<file path="src/tcw_pkg.sv">
// Package for the text console writer: payload structs, command codes,
// controller states and the command/status bundles between control and datapath.
// No dependencies.
package tcw_pkg;

   localparam int COLUMNS_DEFAULT = 80;
   localparam int ROWS_DEFAULT    = 25;

   // Coordinates are compared at this width so any legal COLUMNS or ROWS fits.
   localparam int COORD_W = 9;

   localparam logic [7:0] BLANK_CHAR = 8'h20;
   localparam logic [7:0] RESET_ATTR = 8'h07;

   typedef enum logic [2:0] {
      ACT_CHAR       = 3'd0,
      ACT_COLOR_CHAR = 3'd1,
      ACT_NEWLINE    = 3'd2,
      ACT_BACKSPACE  = 3'd3,
      ACT_CLEAR      = 3'd4,
      ACT_SET_POS    = 3'd5,
      ACT_READ       = 3'd6
   } action_type;

   typedef struct packed {
      logic [2:0] action;
      logic [7:0] char_code;
      logic [3:0] fore_colour;
      logic [3:0] back_colour;
      logic [6:0] column;
      logic [4:0] row;
   } req_item_type;

   typedef struct packed {
      logic [10:0] cursor_position;
      logic [7:0]  cell_char;
      logic [7:0]  cell_attribute;
   } rsp_item_type;

   typedef enum logic [2:0] {
      ST_INIT,
      ST_IDLE,
      ST_EXEC,
      ST_RD_WAIT,
      ST_CLEAR,
      ST_COPY,
      ST_DRAIN,
      ST_BLANK
   } state_type;

   typedef struct packed {
      logic load_req;     // latch the accepted item
      logic exec;         // perform the latched action
      logic ptr_clear;    // sweep pointer back to cell 0
      logic ptr_inc;      // advance the sweep pointer
      logic fill;         // write a blank cell at the sweep pointer
      logic fill_reset;   // the blank uses the reset attribute
      logic copy_read;    // read the cell one row below the sweep pointer
      logic scroll_done;  // cursor to the start of the bottom row
      logic cursor_home;  // cursor to cell 0
      logic respond;      // present a result next cycle
      logic respond_read; // the result carries the read cell
   } ctrl_cmd_type;

   typedef struct packed {
      action_type action;
      logic       need_room;
      logic       ptr_copy_last;
      logic       ptr_last;
   } ctrl_status_type;

endpackage

</file>
<file path="src/tcw_ctrl.sv">
// Controller state machine of the text console writer.
// Depends on tcw_pkg.
module tcw_ctrl (
   input  logic                     clock,
   input  logic                     reset,
   input  logic                     start,
   output logic                     busy,
   input  tcw_pkg::ctrl_status_type status,
   output tcw_pkg::ctrl_cmd_type    cmd
);

   tcw_pkg::state_type state_ff, state_in;

   always_ff @(posedge clock) begin
      if (reset) begin
         state_ff <= tcw_pkg::ST_INIT;
      end else begin
         state_ff <= state_in;
      end
   end

   always_comb begin
      state_in = state_ff;
      case (state_ff)
         tcw_pkg::ST_INIT: begin
            if (status.ptr_last) state_in = tcw_pkg::ST_IDLE;
         end
         tcw_pkg::ST_IDLE: begin
            if (start) state_in = tcw_pkg::ST_EXEC;
         end
         tcw_pkg::ST_EXEC: begin
            case (status.action)
               tcw_pkg::ACT_CHAR, tcw_pkg::ACT_COLOR_CHAR, tcw_pkg::ACT_NEWLINE: begin
                  state_in = status.need_room ? tcw_pkg::ST_COPY : tcw_pkg::ST_IDLE;
               end
               tcw_pkg::ACT_CLEAR: state_in = tcw_pkg::ST_CLEAR;
               tcw_pkg::ACT_READ:  state_in = tcw_pkg::ST_RD_WAIT;
               default:            state_in = tcw_pkg::ST_IDLE;
            endcase
         end
         tcw_pkg::ST_RD_WAIT: state_in = tcw_pkg::ST_IDLE;
         tcw_pkg::ST_CLEAR: begin
            if (status.ptr_last) state_in = tcw_pkg::ST_IDLE;
         end
         tcw_pkg::ST_COPY: begin
            if (status.ptr_copy_last) state_in = tcw_pkg::ST_DRAIN;
         end
         tcw_pkg::ST_DRAIN: state_in = tcw_pkg::ST_BLANK;
         tcw_pkg::ST_BLANK: begin
            if (status.ptr_last) state_in = tcw_pkg::ST_EXEC;
         end
         default: state_in = tcw_pkg::ST_IDLE;
      endcase
   end

   always_comb begin
      cmd  = '0;
      busy = 1'b1;
      case (state_ff)
         tcw_pkg::ST_INIT: begin
            cmd.fill       = 1'b1;
            cmd.fill_reset = 1'b1;
            cmd.ptr_inc    = ~status.ptr_last;
         end
         tcw_pkg::ST_IDLE: begin
            busy         = 1'b0;
            cmd.load_req = start;
         end
         tcw_pkg::ST_EXEC: begin
            case (status.action)
               tcw_pkg::ACT_CHAR, tcw_pkg::ACT_COLOR_CHAR, tcw_pkg::ACT_NEWLINE: begin
                  if (status.need_room) begin
                     cmd.ptr_clear = 1'b1;
                  end else begin
                     cmd.exec    = 1'b1;
                     cmd.respond = 1'b1;
                  end
               end
               tcw_pkg::ACT_CLEAR: cmd.ptr_clear = 1'b1;
               tcw_pkg::ACT_READ:  cmd.exec      = 1'b1;
               default: begin
                  cmd.exec    = 1'b1;
                  cmd.respond = 1'b1;
               end
            endcase
         end
         tcw_pkg::ST_RD_WAIT: begin
            cmd.respond      = 1'b1;
            cmd.respond_read = 1'b1;
         end
         tcw_pkg::ST_CLEAR: begin
            cmd.fill = 1'b1;
            if (status.ptr_last) begin
               cmd.cursor_home = 1'b1;
               cmd.respond     = 1'b1;
            end else begin
               cmd.ptr_inc = 1'b1;
            end
         end
         tcw_pkg::ST_COPY: begin
            cmd.copy_read = 1'b1;
            cmd.ptr_inc   = 1'b1;
         end
         tcw_pkg::ST_DRAIN: begin
            cmd = '0;
         end
         tcw_pkg::ST_BLANK: begin
            cmd.fill = 1'b1;
            if (status.ptr_last) begin
               cmd.scroll_done = 1'b1;
            end else begin
               cmd.ptr_inc = 1'b1;
            end
         end
         default: begin
            cmd = '0;
         end
      endcase
   end

endmodule

</file>
<file path="config.mk">
export PLATFORM = sky130hd
export DESIGN_NAME = tcw_ctrl
export DESIGN_NICKNAME = d
export VERILOG_FILES = /design/src/tcw_pkg.sv /design/src/tcw_ctrl.sv
export SDC_FILE = /design/constraint.sdc
export NUM_CORES = 1
export LEC_CHECK = 0
export ABC_AREA = 1
export BUFFER_PORTS_ARGS = -buffer_cell sky130_fd_sc_hd__buf_2
export CORE_AREA = 2 2 39 41
export DETAILED_ROUTE_END_ITERATION = 12
export DIE_AREA = 0 0 41 43
export SYNTH_ARGS = -nofsm -noshare
export SYNTH_HDL_FRONTEND = slang
export SYNTH_SLANG_ARGS = --single-unit
</file>
<file path="constraint.sdc">
create_clock -name clock -period 1 [get_ports clock]
set_input_delay 0.05 -clock clock [delete_from_list [all_inputs] [get_ports clock]]
set_output_delay 0.05 -clock clock [all_outputs]
set_load 0.005 [all_outputs]
</file>
==> impl_metrics.toml <==
[global_route]
gr-total-overflow = 0
grt_pass1_vias = 445
antenna_found_initial = 0
grt_usage = 0.1354
grt_start_max_net_pins = 8
grt_pass1_wl_mm = 1.662

[cells_and_area]
finalInstanceArea_sq_um = 698.2
reg_top3 = "state_ff (3)"
fillers = 151
final_util = 0.5045
multi_input_area_sq_um = 297.8
top_register = "state_ff"
largest_reg_flops = 3
layout.nets = 114
drive_gt1_frac = 0.5769
synthToLayoutAreaGrowth_pct = 105.1
regArea_sq_um = 71.32
diodes = 0

[sta]
rsz0062_at_grt = "yes"
clock_skew_ns = 0.003284
fin_crit_ns = 1.213
postLayoutSetupSlackWorst_ns = -0.2130
setup_viol = 15
slew_headroom = 0.8519
max_freq_mhz = 824.4
final_hold_viol_count = 0
tightest_slew_ns = 0.2219
final_max_slew_viol_count = 0
period_share = 1.213

[detailed_routing]
drc = 0
dr.first_iter.drc_count = 11
avgViaCountPerCell = 4.550
num_vias = 546
firstDrtPassIters = 4
wl_per_cell_um = 9.367
wirelength_mm = 1.124
ant_nets = 0

[clock_tree]
insertion_delay_ns = 0.23
clkTransAtPathRegs_ns = 0.04
cts_max_path_buffers = 2
numCtsBuffers = 3
cts_tree = "built"
clockRootBuffer = "clkbuf_4"
clkSinkCount = 3
htreeDepth = 1

[power]
ir_drop_v = 0.0006540
p_leak_nw = 0.3863
power.total_mw = 0.9168
p_per_area_mw_per_mm2 = 1313

[placed_design]
dpl-instance-area_sq_um = 523.0
routabilityCongestion = 0.7236
place_hpwl_um = 797.4
io_buffers = 20

[worst_setup_path]
path_class = "reg -> out"
crit_arrival_ns = 1.16
cp_max_fo = 7
start_kind = "flip-flop"
required_ns = 0.95
cp-end-kind = "primary output"

[yosys]
syn_avg_cell_area_sq_um = 5.156
synthesis.nets = 75
synth-warning-count = 0
synth_area_sq_um = 340.3
syn_inst = 66
ys_types = 14
synth_seq_cells = 3
ys_seq_area_frac = 0.1765

[floorplanning]
io_pins = 21
die_area_sq_mm = 0.001763
die_h_um = 43
die_w_um = 41
core-area_sq_mm = 0.001384
initial_core_util = 0.2459
rows = 14

[hold_path]
hp-class = "in -> reg"

[status]
status = "complete, but fails checks"
violations = "negative setup slack"

[run]
maxCapViolCount = 0
==> timing repair <==
item | in CTS | in global routing
resized for setup | 19 | 13
setup endpoints to repair | 15 | 15
setup buffers | 3 | 2
pin swaps | 8 | 4
gates cloned | 0 | 0
hold endpoints to repair | 3 | 0
hold buffers | 1 | 0
==> power breakdown <==
part	leakage [nW]	switching, mW	total, mW	internal [mW]
registers	0.0267	0.0415	0.183	0.142
logic	0.345	0.260	0.523	0.263
clock network	0.0150	0.0614	0.211	0.149
==> metal layers <==
layer	routed length [um]	track usage	up-vias
met3	76	0.03141	0
met2	623	0.2250	19
li1	-	-	283
met1	424	0.1538	244
met5	0	0	-
met4	0	0.06000	0
==> cell type report <==
class | count | share of cell area
inverter | 12 | 0.07168
tap | 16 | 0.02867
clock buffer | 4 | 0.03763
multi-input combinational | 50 | 0.4265
sequential | 3 | 0.1022
timing repair buffer | 35 | 0.3333
==> cell usage after synthesis <==
cell | count | share of area
o21ai_0 | 3 | 0.044
nand3b_1 | 1 | 0.022
nand4_1 | 2 | 0.037
inv_2 | 1 | 0.011
dfxtp_1 | 3 | 0.18
nand2_1 | 21 | 0.23
clkbuf_8 | 1 | 0.040
a21oi_1 | 5 | 0.074
nor3_1 | 3 | 0.044
inv_1 | 11 | 0.12
nand3_1 | 3 | 0.044
nand2_2 | 1 | 0.018
o21ai_2 | 1 | 0.026
nor2_1 | 10 | 0.11
==> logic make-up after synthesis <==
logic type             synth area share
DFF                              0.1765
AOI/OAI and AO/OA                0.1434
and+or+nand+nor                  0.5074
buffers and inverters            0.1728
==> worst max-delay path, cell delays in order, from the launching register on <==
cell and delay (ns):
dfxtp_4 0.40, nand2_2 0.09, o21ai_2 0.14, nand2_1 0.08
o21ai_0 0.08, buf_2 0.14
==> stage by stage <==
| step | instances | TNS [ns] | setup slack [ns] | hold WS (ns) |
|---|---|---|---|---|
| after floorplan | 66 | -0.01079 | -0.01079 | 0.1117 |
| after global placement | 110 | -0.2381 | -0.06853 | 0.2446 |
| after detailed placement | 110 | -0.3609 | -0.08442 | 0.2440 |
| after CTS | 118 | -1.908 | -0.2016 | 0.2650 |
| after global routing | 120 | -2.966 | -0.2667 | 0.3409 |
| final | 120 | -1.938 | -0.2130 | 0.2686 |
==> layout by cell type, fill, tap and decap left out, drive strengths merged <==
cell type	Yosys	layout
nor2	10	10
clkbuf	1	4
dfxtp	3	3
inv	12	12
nor3	3	3
buf	0	34
nand2	22	22
nand4	2	2
a21oi	5	5
o21ai	4	4
nand3b	1	1
nand3	3	3
dlygate4sd3	0	1
==> final timing paths <==
kind | slack (ns) | endpoint | start | cells after the start
worst min-delay path | 0.27 | state_ff[0] | status[5] | 6
worst min register to register | 0.63 | state_ff[2] | state_ff[2] | 3
worst max-delay path | -0.21 | cmd[7] | state_ff[1] | 5
worst max register to register | -0.10 | state_ff[2] | state_ff[0] | 9
Note: power is estimated with default switching activity, not from simulation.
